$ cat config.mk
export PLATFORM = sky130hd
export DESIGN_NAME = circle_fan_vertex_generator_flat
export DESIGN_NICKNAME = d
export VERILOG_FILES = /design/src/rtl/cfvg_pkg.sv /design/src/rtl/cfvg_channels_if.sv /design/src/rtl/cfvg_cordic.sv /design/src/rtl/circle_fan_vertex_generator.sv /design/src/flat_wrapper.sv
export SDC_FILE = /design/constraint.sdc
export NUM_CORES = 2
export LEC_CHECK = 0
export BUFFER_PORTS_ARGS = -buffer_cell sky130_fd_sc_hd__buf_2
export CORE_MARGIN = 2
export CORE_UTILIZATION = 40
export CTS_BUF_LIST = sky130_fd_sc_hd__clkbuf_8
export DETAILED_ROUTE_END_ITERATION = 16
export PLACE_DENSITY = 0.52
export SETUP_SLACK_MARGIN = 0.4
export SYNTH_ARGS = -nofsm -noshare
export SYNTH_HDL_FRONTEND = slang
export SYNTH_HIERARCHICAL = 1
export SYNTH_SLANG_ARGS = --single-unit
$ cat constraint.sdc
create_clock -name clock -period 19 [get_ports clock]
set_clock_uncertainty 0.2 [all_clocks]
set_input_delay 3.8 -clock clock [delete_from_list [all_inputs] [get_ports clock]]
set_output_delay 3.8 -clock clock [all_outputs]
set_load 0.005 [all_outputs]
$ cat src/rtl/cfvg_pkg.sv
// ----------------------------------------------------------------------------
// cfvg_pkg
// shared constants, types and the cordic arctangent table for the
// circle fan vertex generator
// ----------------------------------------------------------------------------
package cfvg_pkg;

   // field widths
   localparam int COORD_W  = 32;
   localparam int RADIUS_W = 31;
   localparam int FAN_W    = 6;

   // fan count ceiling
   localparam logic [FAN_W-1:0] MAX_FANS = 6'd63;

   // cordic
   localparam int CORDIC_STEPS = 16;
   localparam int ATAN_LEN     = 24;
   localparam int ATAN_IDX_W   = 5;
   localparam logic [ATAN_IDX_W-1:0] LAST_STEP = ATAN_IDX_W'(CORDIC_STEPS - 1);
   localparam logic signed [COORD_W-1:0] CORDIC_GAIN = 32'sd652032874;
   localparam logic signed [COORD_W-1:0] ONE_Q30     = 32'sd1073741824;
   localparam logic signed [COORD_W-1:0] MINUS_ONE_Q30 = -32'sd1073741824;

   // phase divider: 2^32 / n, one quotient bit per cycle
   localparam int DIV_CNT_W = 6;
   localparam logic [DIV_CNT_W-1:0] DIV_MSB = 6'd32;

   // rounding bias for the q30 product
   localparam logic signed [63:0] ROUND_Q30 = 64'sd536870912;

   // cordic result handed to the sequencer
   typedef struct packed {
      logic                      done;
      logic signed [COORD_W-1:0] cos_val;
      logic signed [COORD_W-1:0] sin_val;
   } cfvg_trig_type;

   // atan(2^-i) in turn units scaled by 2^32
   function automatic logic signed [COORD_W-1:0] atan_turn(
      input logic [ATAN_IDX_W-1:0] idx
   );
      logic signed [COORD_W-1:0] val;
      unique case (idx)
         5'd0:  val = 32'sd536870912;
         5'd1:  val = 32'sd316933406;
         5'd2:  val = 32'sd167458907;
         5'd3:  val = 32'sd85004756;
         5'd4:  val = 32'sd42667331;
         5'd5:  val = 32'sd21354465;
         5'd6:  val = 32'sd10679838;
         5'd7:  val = 32'sd5340245;
         5'd8:  val = 32'sd2670163;
         5'd9:  val = 32'sd1335087;
         5'd10: val = 32'sd667544;
         5'd11: val = 32'sd333772;
         5'd12: val = 32'sd166886;
         5'd13: val = 32'sd83443;
         5'd14: val = 32'sd41722;
         5'd15: val = 32'sd20861;
         5'd16: val = 32'sd10430;
         5'd17: val = 32'sd5215;
         5'd18: val = 32'sd2608;
         5'd19: val = 32'sd1304;
         5'd20: val = 32'sd652;
         5'd21: val = 32'sd326;
         5'd22: val = 32'sd163;
         5'd23: val = 32'sd81;
         default: val = '0;
      endcase
      return val;
   endfunction

endpackage

$ cat src/rtl/cfvg_channels_if.sv
// ----------------------------------------------------------------------------
// cfvg channels
// valid/ready channels for circle requests and vertex results
// ----------------------------------------------------------------------------
interface cfvg_req_if;
   logic                                      valid;
   logic                                      ready;
   logic signed [cfvg_pkg::COORD_W-1:0]       center_x;
   logic signed [cfvg_pkg::COORD_W-1:0]       center_y;
   logic        [cfvg_pkg::RADIUS_W-1:0]      radius;
   logic        [cfvg_pkg::FAN_W-1:0]         fan_count;

   modport source (output valid, center_x, center_y, radius, fan_count, input ready);
   modport sink   (input valid, center_x, center_y, radius, fan_count, output ready);
endinterface

interface cfvg_rsp_if;
   logic                                      valid;
   logic                                      ready;
   logic        [cfvg_pkg::FAN_W-1:0]         vertex_number;
   logic signed [cfvg_pkg::COORD_W-1:0]       pos_x;
   logic signed [cfvg_pkg::COORD_W-1:0]       pos_y;
   logic                                      has_triangle;
   logic                                      tri_first;
   logic        [cfvg_pkg::FAN_W-1:0]         tri_second;
   logic        [cfvg_pkg::FAN_W-1:0]         tri_third;
   logic                                      last;

   modport source (output valid, vertex_number, pos_x, pos_y, has_triangle, tri_first,
                   tri_second, tri_third, last, input ready);
   modport sink   (input valid, vertex_number, pos_x, pos_y, has_triangle, tri_first,
                   tri_second, tri_third, last, output ready);
endinterface

$ cat src/rtl/cfvg_cordic.sv
// ----------------------------------------------------------------------------
// cfvg_cordic
// iterative rotation-mode cordic, one micro-rotation per cycle, followed by
// quadrant mapping and unit clamp
// ----------------------------------------------------------------------------
module cfvg_cordic (
   input  logic                                clock,
   input  logic                                reset,
   input  logic                                start,
   input  logic [cfvg_pkg::COORD_W-1:0]        phase,
   output cfvg_pkg::cfvg_trig_type             trig
);

   logic                                    run_ff, run_in;
   logic                                    fin_ff, fin_in;
   logic                                    done_ff, done_in;
   logic [cfvg_pkg::ATAN_IDX_W-1:0]         step_ff, step_in;
   logic signed [cfvg_pkg::COORD_W-1:0]     x_ff, x_in;
   logic signed [cfvg_pkg::COORD_W-1:0]     y_ff, y_in;
   logic signed [cfvg_pkg::COORD_W-1:0]     z_ff, z_in;
   logic [1:0]                              quad_ff, quad_in;
   logic signed [cfvg_pkg::COORD_W-1:0]     cos_ff, cos_in;
   logic signed [cfvg_pkg::COORD_W-1:0]     sin_ff, sin_in;

   logic signed [cfvg_pkg::COORD_W-1:0]     dx, dy, ang;
   logic signed [cfvg_pkg::COORD_W-1:0]     rot_c, rot_s;

   function automatic logic signed [cfvg_pkg::COORD_W-1:0] clamp_unit(
      input logic signed [cfvg_pkg::COORD_W-1:0] v
   );
      logic signed [cfvg_pkg::COORD_W-1:0] r;
      if (v > cfvg_pkg::ONE_Q30) begin
         r = cfvg_pkg::ONE_Q30;
      end else if (v < cfvg_pkg::MINUS_ONE_Q30) begin
         r = cfvg_pkg::MINUS_ONE_Q30;
      end else begin
         r = v;
      end
      return r;
   endfunction

   // shared shifter and adders
   assign dx  = y_ff >>> step_ff;
   assign dy  = x_ff >>> step_ff;
   assign ang = cfvg_pkg::atan_turn(step_ff);

   // quadrant mapping
   always_comb begin
      case (quad_ff)
         2'd0: begin
            rot_c = x_ff;
            rot_s = y_ff;
         end
         2'd1: begin
            rot_c = -y_ff;
            rot_s = x_ff;
         end
         2'd2: begin
            rot_c = -x_ff;
            rot_s = -y_ff;
         end
         default: begin
            rot_c = y_ff;
            rot_s = -x_ff;
         end
      endcase
   end

   always_comb begin
      run_in  = run_ff;
      fin_in  = 1'b0;
      done_in = 1'b0;
      step_in = step_ff;
      x_in    = x_ff;
      y_in    = y_ff;
      z_in    = z_ff;
      quad_in = quad_ff;
      cos_in  = cos_ff;
      sin_in  = sin_ff;
      if (start) begin
         run_in  = 1'b1;
         step_in = '0;
         x_in    = cfvg_pkg::CORDIC_GAIN;
         y_in    = '0;
         z_in    = $signed({2'b00, phase[cfvg_pkg::COORD_W-3:0]});
         quad_in = phase[cfvg_pkg::COORD_W-1:cfvg_pkg::COORD_W-2];
      end else if (run_ff) begin
         if (!z_ff[cfvg_pkg::COORD_W-1]) begin
            x_in = x_ff - dx;
            y_in = y_ff + dy;
            z_in = z_ff - ang;
         end else begin
            x_in = x_ff + dx;
            y_in = y_ff - dy;
            z_in = z_ff + ang;
         end
         step_in = step_ff + 1'b1;
         if (step_ff == cfvg_pkg::LAST_STEP) begin
            run_in = 1'b0;
            fin_in = 1'b1;
         end
      end else if (fin_ff) begin
         cos_in  = clamp_unit(rot_c);
         sin_in  = clamp_unit(rot_s);
         done_in = 1'b1;
      end
   end

   always_ff @(posedge clock) begin
      if (reset) begin
         run_ff  <= 1'b0;
         fin_ff  <= 1'b0;
         done_ff <= 1'b0;
      end else begin
         run_ff  <= run_in;
         fin_ff  <= fin_in;
         done_ff <= done_in;
      end
   end

   always_ff @(posedge clock) begin
      step_ff <= step_in;
      x_ff    <= x_in;
      y_ff    <= y_in;
      z_ff    <= z_in;
      quad_ff <= quad_in;
      cos_ff  <= cos_in;
      sin_ff  <= sin_in;
   end

   assign trig.done    = done_ff;
   assign trig.cos_val = cos_ff;
   assign trig.sin_val = sin_ff;

endmodule

$ cat src/rtl/circle_fan_vertex_generator.sv
// ----------------------------------------------------------------------------
// circle_fan_vertex_generator
// triangle-fan tessellation of a circle into a stream of vertices
// ----------------------------------------------------------------------------
// One request (centre, radius, fan count n, saturated at 63) produces the
// centre vertex and then rim vertices 1..n, each with its triangle triple
// (0, k, k mod n + 1); the final vertex carries last. Requests are handled one
// at a time and req ready is low from the request transfer until the last
// vertex sits in the output register. The centre vertex goes out first, then
// the 2^32/n phase step divider runs (one quotient bit per cycle); each rim
// vertex then takes the 16 micro-rotations of the shared cordic plus the
// shared multiplier path (multiply, round, add-and-saturate for x then y).
// A zero fan count returns only the centre vertex.
module circle_fan_vertex_generator (
   input  logic        clock,
   input  logic        reset,
   cfvg_req_if.sink    req_ch,
   cfvg_rsp_if.source  rsp_ch
);

   typedef enum logic [8:0] {
      ST_IDLE      = 9'b000000001,
      ST_CENTER    = 9'b000000010,
      ST_DIV       = 9'b000000100,
      ST_TRIG_GO   = 9'b000001000,
      ST_TRIG_WAIT = 9'b000010000,
      ST_MUL       = 9'b000100000,
      ST_RND       = 9'b001000000,
      ST_ADD       = 9'b010000000,
      ST_EMIT      = 9'b100000000
   } state_type;

   localparam int CW = cfvg_pkg::COORD_W;
   localparam int FW = cfvg_pkg::FAN_W;

   state_type state_ff, state_in;

   // latched request
   logic signed [CW-1:0]                 cx_ff, cy_ff;
   logic [cfvg_pkg::RADIUS_W-1:0]        radius_ff;
   logic [FW-1:0]                        fans_ff;
   logic [FW-1:0]                        fans_sat;

   // phase step divider and accumulator
   logic [cfvg_pkg::DIV_CNT_W-1:0]       div_cnt_ff, div_cnt_in;
   logic [FW-1:0]                        rem_ff, rem_in;
   logic [CW-1:0]                        step_q_ff, step_q_in;
   logic [FW-1:0]                        step_r_ff, step_r_in;
   logic [CW-1:0]                        phase_ff, phase_in;
   logic [FW-1:0]                        frac_ff, frac_in;
   logic [FW-1:0]                        k_ff, k_in;
   logic [FW:0]                          trial;
   logic                                 trial_ge;
   logic [FW:0]                          frac_sum;
   logic                                 frac_carry;

   // shared multiply / round / saturate path
   logic                                 axis_ff, axis_in;
   logic signed [63:0]                   prod_ff, prod_in;
   logic signed [CW:0]                   off_ff, off_in;
   logic signed [63:0]                   rnd;
   logic signed [CW-1:0]                 rad_s;
   logic signed [CW-1:0]                 trig_sel;
   logic signed [CW-1:0]                 cent_sel;
   logic signed [CW+1:0]                 sum;
   logic signed [CW-1:0]                 sat_sum;
   logic signed [CW-1:0]                 posx_ff, posx_in;
   logic signed [CW-1:0]                 posy_ff, posy_in;

   // cordic handshake
   logic                                 trig_start;
   cfvg_pkg::cfvg_trig_type              trig;

   // output register
   logic                                 rsp_valid_ff, rsp_valid_in;
   logic [FW-1:0]                        out_vnum_ff;
   logic signed [CW-1:0]                 out_x_ff, out_y_ff;
   logic                                 out_tri_ff;
   logic [FW-1:0]                        out_second_ff, out_third_ff;
   logic                                 out_last_ff;
   logic                                 out_free;
   logic                                 load_center, load_rim;
   logic                                 req_xfer;
   logic                                 rim_last;

   cfvg_cordic u_cordic (
      .clock (clock),
      .reset (reset),
      .start (trig_start),
      .phase (phase_ff),
      .trig  (trig)
   );

   // requests only in idle, never while reset is held
   assign req_ch.ready = (state_ff == ST_IDLE) && !reset;
   assign req_xfer     = req_ch.valid && req_ch.ready;
   assign fans_sat     = (req_ch.fan_count > cfvg_pkg::MAX_FANS) ? cfvg_pkg::MAX_FANS
                                                                 : req_ch.fan_count;

   // output register frees up when empty or being taken
   assign out_free    = !rsp_valid_ff || rsp_ch.ready;
   assign load_center = (state_ff == ST_CENTER) && out_free;
   assign load_rim    = (state_ff == ST_EMIT) && out_free;
   assign rim_last    = (k_ff == fans_ff);

   // restoring divide of 2^32 by n: dividend bit is one only at the msb
   assign trial    = {rem_ff, (div_cnt_ff == cfvg_pkg::DIV_MSB)};
   assign trial_ge = (trial >= {1'b0, fans_ff});

   // fractional carry of the k*2^32/n accumulation
   assign frac_sum   = {1'b0, frac_ff} + {1'b0, step_r_ff};
   assign frac_carry = (frac_sum >= {1'b0, fans_ff});

   // multiplier operands
   assign rad_s    = $signed({1'b0, radius_ff});
   assign trig_sel = axis_ff ? trig.sin_val : trig.cos_val;
   assign cent_sel = axis_ff ? cy_ff : cx_ff;
   assign prod_in  = rad_s * trig_sel;
   assign rnd      = prod_ff + cfvg_pkg::ROUND_Q30;
   assign off_in   = rnd[62:30];

   // centre plus offset, saturated to 32 bits
   assign sum = {off_ff[CW], off_ff} + {{2{cent_sel[CW-1]}}, cent_sel};
   always_comb begin
      if (!sum[CW+1] && (sum[CW:CW-1] != 2'b00)) begin
         sat_sum = {1'b0, {(CW-1){1'b1}}};
      end else if (sum[CW+1] && (sum[CW:CW-1] != 2'b11)) begin
         sat_sum = {1'b1, {(CW-1){1'b0}}};
      end else begin
         sat_sum = sum[CW-1:0];
      end
   end

   // sequencer
   always_comb begin
      state_in   = state_ff;
      div_cnt_in = div_cnt_ff;
      rem_in     = rem_ff;
      step_q_in  = step_q_ff;
      step_r_in  = step_r_ff;
      phase_in   = phase_ff;
      frac_in    = frac_ff;
      k_in       = k_ff;
      axis_in    = axis_ff;
      posx_in    = posx_ff;
      posy_in    = posy_ff;
      trig_start = 1'b0;
      unique case (state_ff)
         ST_IDLE: begin
            if (req_xfer) begin
               state_in = ST_CENTER;
            end
         end
         ST_CENTER: begin
            if (out_free) begin
               // zero fans: the centre vertex is the whole answer
               if (fans_ff == '0) begin
                  state_in = ST_IDLE;
               end else begin
                  state_in   = ST_DIV;
                  div_cnt_in = cfvg_pkg::DIV_MSB;
                  rem_in     = '0;
                  step_q_in  = '0;
               end
            end
         end
         ST_DIV: begin
            rem_in     = trial_ge ? FW'(trial - {1'b0, fans_ff}) : trial[FW-1:0];
            step_q_in  = {step_q_ff[CW-2:0], trial_ge};
            div_cnt_in = div_cnt_ff - 1'b1;
            if (div_cnt_ff == '0) begin
               // phase of vertex 1 is the quotient itself
               step_r_in = rem_in;
               frac_in   = rem_in;
               phase_in  = step_q_in;
               k_in      = FW'(1);
               state_in  = ST_TRIG_GO;
            end
         end
         ST_TRIG_GO: begin
            trig_start = 1'b1;
            state_in   = ST_TRIG_WAIT;
         end
         ST_TRIG_WAIT: begin
            if (trig.done) begin
               axis_in  = 1'b0;
               state_in = ST_MUL;
            end
         end
         ST_MUL: begin
            state_in = ST_RND;
         end
         ST_RND: begin
            state_in = ST_ADD;
         end
         ST_ADD: begin
            if (!axis_ff) begin
               posx_in  = sat_sum;
               axis_in  = 1'b1;
               state_in = ST_MUL;
            end else begin
               posy_in  = sat_sum;
               state_in = ST_EMIT;
            end
         end
         ST_EMIT: begin
            if (out_free) begin
               if (rim_last) begin
                  state_in = ST_IDLE;
               end else begin
                  k_in     = k_ff + 1'b1;
                  frac_in  = frac_carry ? FW'(frac_sum - {1'b0, fans_ff})
                                        : frac_sum[FW-1:0];
                  phase_in = phase_ff + step_q_ff + {{(CW-1){1'b0}}, frac_carry};
                  state_in = ST_TRIG_GO;
               end
            end
         end
         default: begin
            state_in = ST_IDLE;
         end
      endcase
   end

   // output valid: set on load, cleared on transfer
   always_comb begin
      if (load_center || load_rim) begin
         rsp_valid_in = 1'b1;
      end else if (rsp_ch.ready) begin
         rsp_valid_in = 1'b0;
      end else begin
         rsp_valid_in = rsp_valid_ff;
      end
   end

   always_ff @(posedge clock) begin
      if (reset) begin
         state_ff     <= ST_IDLE;
         rsp_valid_ff <= 1'b0;
      end else begin
         state_ff     <= state_in;
         rsp_valid_ff <= rsp_valid_in;
      end
   end

   // datapath registers
   always_ff @(posedge clock) begin
      div_cnt_ff <= div_cnt_in;
      rem_ff     <= rem_in;
      step_q_ff  <= step_q_in;
      step_r_ff  <= step_r_in;
      phase_ff   <= phase_in;
      frac_ff    <= frac_in;
      k_ff       <= k_in;
      axis_ff    <= axis_in;
      posx_ff    <= posx_in;
      posy_ff    <= posy_in;
      prod_ff    <= prod_in;
      off_ff     <= off_in;
   end

   // request latch
   always_ff @(posedge clock) begin
      if (req_xfer) begin
         cx_ff     <= req_ch.center_x;
         cy_ff     <= req_ch.center_y;
         radius_ff <= req_ch.radius;
         fans_ff   <= fans_sat;
      end
   end

   // output payload
   always_ff @(posedge clock) begin
      if (load_center) begin
         out_vnum_ff   <= '0;
         out_x_ff      <= cx_ff;
         out_y_ff      <= cy_ff;
         out_tri_ff    <= 1'b0;
         out_second_ff <= '0;
         out_third_ff  <= '0;
         out_last_ff   <= (fans_ff == '0);
      end else if (load_rim) begin
         out_vnum_ff   <= k_ff;
         out_x_ff      <= posx_ff;
         out_y_ff      <= posy_ff;
         out_tri_ff    <= 1'b1;
         out_second_ff <= k_ff;
         out_third_ff  <= rim_last ? FW'(1) : (k_ff + 1'b1);
         out_last_ff   <= rim_last;
      end
   end

   assign rsp_ch.valid         = rsp_valid_ff;
   assign rsp_ch.vertex_number = out_vnum_ff;
   assign rsp_ch.pos_x         = out_x_ff;
   assign rsp_ch.pos_y         = out_y_ff;
   assign rsp_ch.has_triangle  = out_tri_ff;
   assign rsp_ch.tri_first     = 1'b0;
   assign rsp_ch.tri_second    = out_second_ff;
   assign rsp_ch.tri_third     = out_third_ff;
   assign rsp_ch.last          = out_last_ff;

endmodule

$ cat src/flat_wrapper.sv
// flat-port wrapper written by rule: the top's interface ports become plain ports
module circle_fan_vertex_generator_flat 
  (clock, reset, req_ch_valid, req_ch_center_x, req_ch_center_y, req_ch_radius, req_ch_fan_count, req_ch_ready, rsp_ch_valid, rsp_ch_vertex_number, rsp_ch_pos_x, rsp_ch_pos_y, rsp_ch_has_triangle, rsp_ch_tri_first, rsp_ch_tri_second, rsp_ch_tri_third, rsp_ch_last, rsp_ch_ready);
  cfvg_req_if req_ch_i ();
  cfvg_rsp_if rsp_ch_i ();
  input  logic clock;
  input  logic reset;
  input wire logic [$bits(req_ch_i.valid)-1:0] req_ch_valid;
  input wire logic [$bits(req_ch_i.center_x)-1:0] req_ch_center_x;
  input wire logic [$bits(req_ch_i.center_y)-1:0] req_ch_center_y;
  input wire logic [$bits(req_ch_i.radius)-1:0] req_ch_radius;
  input wire logic [$bits(req_ch_i.fan_count)-1:0] req_ch_fan_count;
  output wire logic [$bits(req_ch_i.ready)-1:0] req_ch_ready;
  output wire logic [$bits(rsp_ch_i.valid)-1:0] rsp_ch_valid;
  output wire logic [$bits(rsp_ch_i.vertex_number)-1:0] rsp_ch_vertex_number;
  output wire logic [$bits(rsp_ch_i.pos_x)-1:0] rsp_ch_pos_x;
  output wire logic [$bits(rsp_ch_i.pos_y)-1:0] rsp_ch_pos_y;
  output wire logic [$bits(rsp_ch_i.has_triangle)-1:0] rsp_ch_has_triangle;
  output wire logic [$bits(rsp_ch_i.tri_first)-1:0] rsp_ch_tri_first;
  output wire logic [$bits(rsp_ch_i.tri_second)-1:0] rsp_ch_tri_second;
  output wire logic [$bits(rsp_ch_i.tri_third)-1:0] rsp_ch_tri_third;
  output wire logic [$bits(rsp_ch_i.last)-1:0] rsp_ch_last;
  input wire logic [$bits(rsp_ch_i.ready)-1:0] rsp_ch_ready;
  assign req_ch_i.valid = req_ch_valid;
  assign req_ch_i.center_x = req_ch_center_x;
  assign req_ch_i.center_y = req_ch_center_y;
  assign req_ch_i.radius = req_ch_radius;
  assign req_ch_i.fan_count = req_ch_fan_count;
  assign req_ch_ready = req_ch_i.ready;
  assign rsp_ch_valid = rsp_ch_i.valid;
  assign rsp_ch_vertex_number = rsp_ch_i.vertex_number;
  assign rsp_ch_pos_x = rsp_ch_i.pos_x;
  assign rsp_ch_pos_y = rsp_ch_i.pos_y;
  assign rsp_ch_has_triangle = rsp_ch_i.has_triangle;
  assign rsp_ch_tri_first = rsp_ch_i.tri_first;
  assign rsp_ch_tri_second = rsp_ch_i.tri_second;
  assign rsp_ch_tri_third = rsp_ch_i.tri_third;
  assign rsp_ch_last = rsp_ch_i.last;
  assign rsp_ch_i.ready = rsp_ch_ready;
  circle_fan_vertex_generator u_core (.clock(clock), .reset(reset), .req_ch(req_ch_i), .rsp_ch(rsp_ch_i));
endmodule
# After elaboration in Yosys (flattened, before gate mapping)
# Memory sizes are Yosys's and may differ from the RTL's. A register that Yosys moved wholly into a read port is not among the register bits.
# Index checks and enable logic that the tools add are counted.
dict set report word_totals {
  regBits 614
  rom_bits 960
  input_bits 105
  elab_cells 188
  mem_count 1
}
dict set report classes {
  addsub 18
  multipliers 1
  n_lt_le_gt_ge 7
  eq_ne 22
  n_shift 2
  muxes 64
  n_bitwise 3
  reduce_logical 33
}
# name depth width read_ports rd_ports_with_merged_regs write_ports line_no
set memory_table {}
lappend memory_table {{(no name shown)} 32 30 1 1 0 cfvg_pkg.sv:44} ;# unique case (idx)
# op n
set ops {}
lappend ops {{2-to-1 mux 32 bit} 18}
lappend ops {{case mux 32 bit (3 select lines)} 2}
lappend ops {{adder 32 bit} 4}
lappend ops {{case mux 32 bit (2 select lines)} 2}
lappend ops {{subtractor 32 bit} 3}
lappend ops {{case mux 9 bit (9 select lines)} 1}
lappend ops {{2-to-1 mux 6 bit} 13}
lappend ops {{> comparator 32 bit, second input constant} 2}
lappend ops {{< comparator 32 x 31 -> 1 bit, second input constant} 2}
lappend ops {{negator 32 bit} 2}
lappend ops {{>>> shifter 32 x 5 -> 32 bit} 2}
lappend ops {{adder 63 x 31 -> 63 bit, second input constant} 1}
lappend ops {{multiplier 32 x 32 -> 63 bit} 1}
lappend ops {{2-to-1 mux 30 bit} 2}
lappend ops {{2-to-1 mux 9 bit} 6}
lappend ops {{case mux 6 bit (2 select lines)} 4}
lappend ops {{adder 33 x 32 -> 34 bit} 1}
lappend ops {{adder 32 x 1 -> 32 bit} 1}
lappend ops {{>= comparator 7 x 6 -> 1 bit} 2}
lappend ops {{nonzero test 2 bit} 7}
lappend ops {{zero test 6 bit} 2}
lappend ops {{subtractor 6 bit} 2}
lappend ops {{2-to-1 mux 1 bit} 11}
lappend ops {{2-to-1 mux 5 bit} 2}
lappend ops {{other kinds (35)} 57}

# Depth between registers and ports, before layout
dict set report logic_depth {
  ltp_word 6
  ltp_mapped 32
  ltp_nobuf 29
}

# Hierarchy
# The synthesis kept the hierarchy.
# module n_inst cells_each area_each_um2 seq_area_each_um2
set modules_own_cells {}
lappend modules_own_cells {circle_fan_vertex_generator 1 5109 51160.3 11561.1}
lappend modules_own_cells {cfvg_cordic 1 2520 21192.8 4964.8}

# Worst setup path after synthesis
# OpenSTA, ideal clock, no wires.
dict set report synth_timing {
  path_kind {reg2reg}
  from {reg u_core.axis_ff}
  to {reg u_core.prod_ff[61]}
  setup_ps 91
  arrival_ps 8146
  t_required_ps 18709
  slack_ps 10563
  path_stages_with_launch 31
  synth_period_minus_slack_ps 8437
  cell_sequence {edfxtp_1 buf_1 clkbuf_1 mux2_2 clkbuf_1 and2_1 fa_1 fa_1 inv_1 fa_1 fa_1 inv_1 fa_1 inv_1 fa_1 inv_1 fa_1 inv_1 fa_1 inv_1 ha_1 nand4_1 nor4_1 o211ai_1 nand3_1 nor3_1 o21a_1 o31ai_2 a31oi_1 and2_1 a311oi_1}
}
dict set report synth_via {
  elab_chain_cells 2
}
# item line_no
set synth_rtl {}
lappend synth_rtl {{start: declaration} circle_fan_vertex_generator.sv:58} ;# logic axis_ff, axis_in;
lappend synth_rtl {{start signal: assignment} circle_fan_vertex_generator.sv:255} ;# axis_ff <= axis_in;
lappend synth_rtl {{2-to-1 mux 32 bit} circle_fan_vertex_generator.sv:116} ;# assign trig_sel = axis_ff ? trig.sin_val : trig.cos_val;
lappend synth_rtl {{multiplier 32 x 32 -> 63 bit} circle_fan_vertex_generator.sv:118} ;# assign prod_in = rad_s * trig_sel;
lappend synth_rtl {{named net u_core.prod_in[61]} circle_fan_vertex_generator.sv:59} ;# logic signed [63:0] prod_ff, prod_in;
lappend synth_rtl {{end signal: assignment} circle_fan_vertex_generator.sv:258} ;# prod_ff <= prod_in;
lappend synth_rtl {{end: declaration} circle_fan_vertex_generator.sv:59}
# The timed path passes the listed nets, and every way through them passes these cells.
# A chain may end at the register's enable or synchronous reset.

# Final worst setup path
# Ends and elaborated chain as after synthesis.

==> out/metrics.cfg <==
[run_status]
status = finished clean

[layout]
top_regs = u_core/prod_ff (34), u_core/off_ff (33)
drive_above_1_share_pct = 9.71
fin_nets = 9030
largest_reg_flops = 34
synthToLayoutAreaGrowth_pct = 7.17
regMostFlops = u_core/prod_ff

[clock_network]
ctsHoldBuffers = 0
cts_resized = 0
cts_tree = built
cts-htree-levels = 3
clk_pin_slew_ps = 60
post_cts_buffers = 0
cts.sinks = 615
ctsRootBufferMaster = clkbuf_8
cts-buffers-inserted = 112
insertion_delay_ps = 870
cts_buffer_depth = 3

[yosys]
synth_common_cells = 920 x inv_1, 901 x nand2_1, 875 x fa_1
yosys_warnings = 6
syn_nets = 9094
synthSimpleGateAreaFrac_pct = 16.6
synth_async_sr_flop_share_pct = 0
ys_types = 114
syn-cell-area_sq_um = 72400
synth_compound_area_share_pct = 10.2
synth_top_family_by_area = adder cells
synthFlopType = edfxtp_1
syn_area_per_cell_sq_um = 9.48
synth.top_cell.area_share_pct = 24.2
yosysSeqAreaShare_pct = 22.8
synth_seq_cells = 615
synthXorXnorAreaFrac_pct = 4.90
synth_edf_count = 421
synth.area.mux_share_pct = 5.39
netlist_top_cells_area = fa_1 24%, edfxtp_1 17%, ha_1 8.4%
netlist_instances = 7629
synthAdderAreaFrac_pct = 32.6
yosysTopAreaCell = fa_1
yosysMostFrequentCell = inv_1

[die]
design.core.area_sq_um = 180000
pin_count = 192
rows = 156
dieArea_sq_um = 184000
die_h_um = 429
start_util_pct = 40.2
die_w_um = 429

[worst_setup_path]
path_max_fanout = 33
r2r-end = u_core/prod_ff[61]
worstReg2RegStart = u_core/axis_ff
endpoint = u_core/prod_ff[61]
worstSetupPathType = flop to flop
crit_start = u_core/axis_ff
cp.required_ps = 19560
endpoint_kind = flop
rr_worst_depth = 28
crit_path_max_incr_delay_ps = 700
rrSetupSlack_ps = 9410
cp-start-kind = flop
path_common_cell = fa_1
arrival_ps = 10140
critPathSlowestCell = o31ai_2

[drt]
ant_nets = 0
drt_iter0_drc = 3253
vias_per_cell = 5.36
avgRoutedWirePerCell_um = 20.5
drcViolationCount = 0
drtPass1Iterations = 6
vias = 53700
wl_mm = 206

[sta]
tns_ps = 0
layout_min_cycle_time_ps = 9590
report.final.slew_viol_count = 0
fin_crit_sh_pct = 50.5
clock.fmax_ghz = 0.104
worst_pin_slew_ps = 1090
rsz0062_at_grt = no
setup_viol = 0
slew_headroom_pct = 27.6
hold_viol_final = 0

[global_routing]
busiest_layer = met2
grt.total_usage_pct = 22.3
met3_usage_pct = 2.75
grt_pass1_vias = 55800
antenna_found_initial = 9
grt-ovfl-total = 0
grt_max_degree = 90
grt_util_met1_pct = 29.5
grt_util_met2_pct = 38.1
grt_pass1_wl_mm = 323

[place]
portBuffers = 190
hpwl_mm = 152
gp_congestion = 0.903

[min_path]
hp-class = flop to flop

[job]
maxCapViolations = 0

[per-layer routing]
metal  wire length, um  vias to the layer above
met5                13                        -
met4              6280                        2
met3              9310                      317
met2            101000                     1232
met1             89700                    27200
li1                  -                    25000
[stage by stage]
| stage | util, % | hold slack (ps) | instances | area [sq um] | worst slack [ps] |
|---|---|---|---|---|---|
| floorplan | - | 213 | 7629 | 72400 | 10560 |
| global placement | 41.7 | 236 | 9821 | 75100 | 9590 |
| detailed placement | 41.7 | 240 | 9821 | 75100 | 9390 |
| CTS | 43.0 | 234 | 10000 | 77500 | 9370 |
| global route | 43.0 | 259 | 10000 | 77500 | 8930 |
| finish | 43.0 | 236 | 10000 | 77500 | 9410 |
[cell usage in the layout, fill, tap and decap left out, types with 23 or more instances in the layout]
cell type | Yosys | layout
o21a_1 | 32 | 32
a211oi_1 | 62 | 62
fa_1 | 875 | 875
nand2b_1 | 54 | 54
dfxtp_1 | 194 | 188
mux2i_1 | 104 | 101
o21ai_2 | 23 | 23
nand4_1 | 33 | 33
xor2_1 | 170 | 169
buf_4 | 19 | 88
mux4_2 | 67 | 67
edfxtp_1 | 421 | 421
xnor2_1 | 235 | 235
nand2_1 | 901 | 900
mux2_2 | 106 | 106
nor3_1 | 81 | 80
a21o_1 | 79 | 79
clkbuf_8 | 0 | 123
o21ai_1 | 24 | 24
a31oi_1 | 60 | 60
ha_1 | 485 | 485
nand3_1 | 69 | 68
or2_2 | 34 | 34
o21bai_1 | 32 | 32
o22ai_1 | 26 | 26
o21ai_0 | 254 | 254
nor2_1 | 389 | 388
inv_1 | 920 | 958
a21oi_1 | 334 | 334
nor4_1 | 27 | 25
nor2b_1 | 110 | 109
o211ai_1 | 28 | 28
and3_1 | 42 | 42
o31ai_1 | 30 | 30
and2_1 | 583 | 581
buf_2 | 34 | 190
[worst min-delay path by stage]
stage | startpoint | end | cells after the start
global placement | u_core/rsp_ch.tri_third[5] | u_core/rsp_ch.tri_third[5] | 2
global route | u_core/prod_ff[43] | u_core/off_ff[13] | 1
floorplan | u_core/prod_ff[62] | u_core/off_ff[32] | 1
CTS | u_core/prod_ff[43] | u_core/off_ff[13] | 1
detailed placement | u_core/rsp_ch.tri_third[1] | u_core/rsp_ch.tri_third[1] | 2
finish | u_core/prod_ff[43] | u_core/off_ff[13] | 1
[kinds of logic (layout without fill, tap and decap cells)]
| logic type | count (synthesis) | count (layout) |
|---|---|---|
| xor+xnor | 405 | 405 |
| buf+inv | 1383 | 1414 |
| mux | 284 | 284 |
| flops | 615 | 615 |
| simple gates | 2425 | 2425 |
| fa+ha+maj | 1360 | 1360 |
| compound gates | 1156 | 1156 |
| other cells | 1 | 6 |
[worst max-delay path: cells and delay by family (launching register included)]
kind	cells	cell delay [ps]
AND/OR/NAND/NOR	6	1560
buffers and inverters	7	700
flip-flops	1	320
adder cells (fa/ha/maj)	9	4300
AO/OA/AOI/OAI	5	1690
multiplexers	1	630
[area by class of cell]
cell class	instances	area [sq um]
fillers	17600	103000
multi-input cells	5631	50500
flip-flops and latches	615	16500
inverters	927	3480
well taps	2370	2970
clock buffers	123	1690
repair buffers	278	1610
clock inverters	86	726
diodes	5	12.5
Power is not shown: default switching activity piles up to over one toggle a cycle in this logic, so the estimate is an artifact.
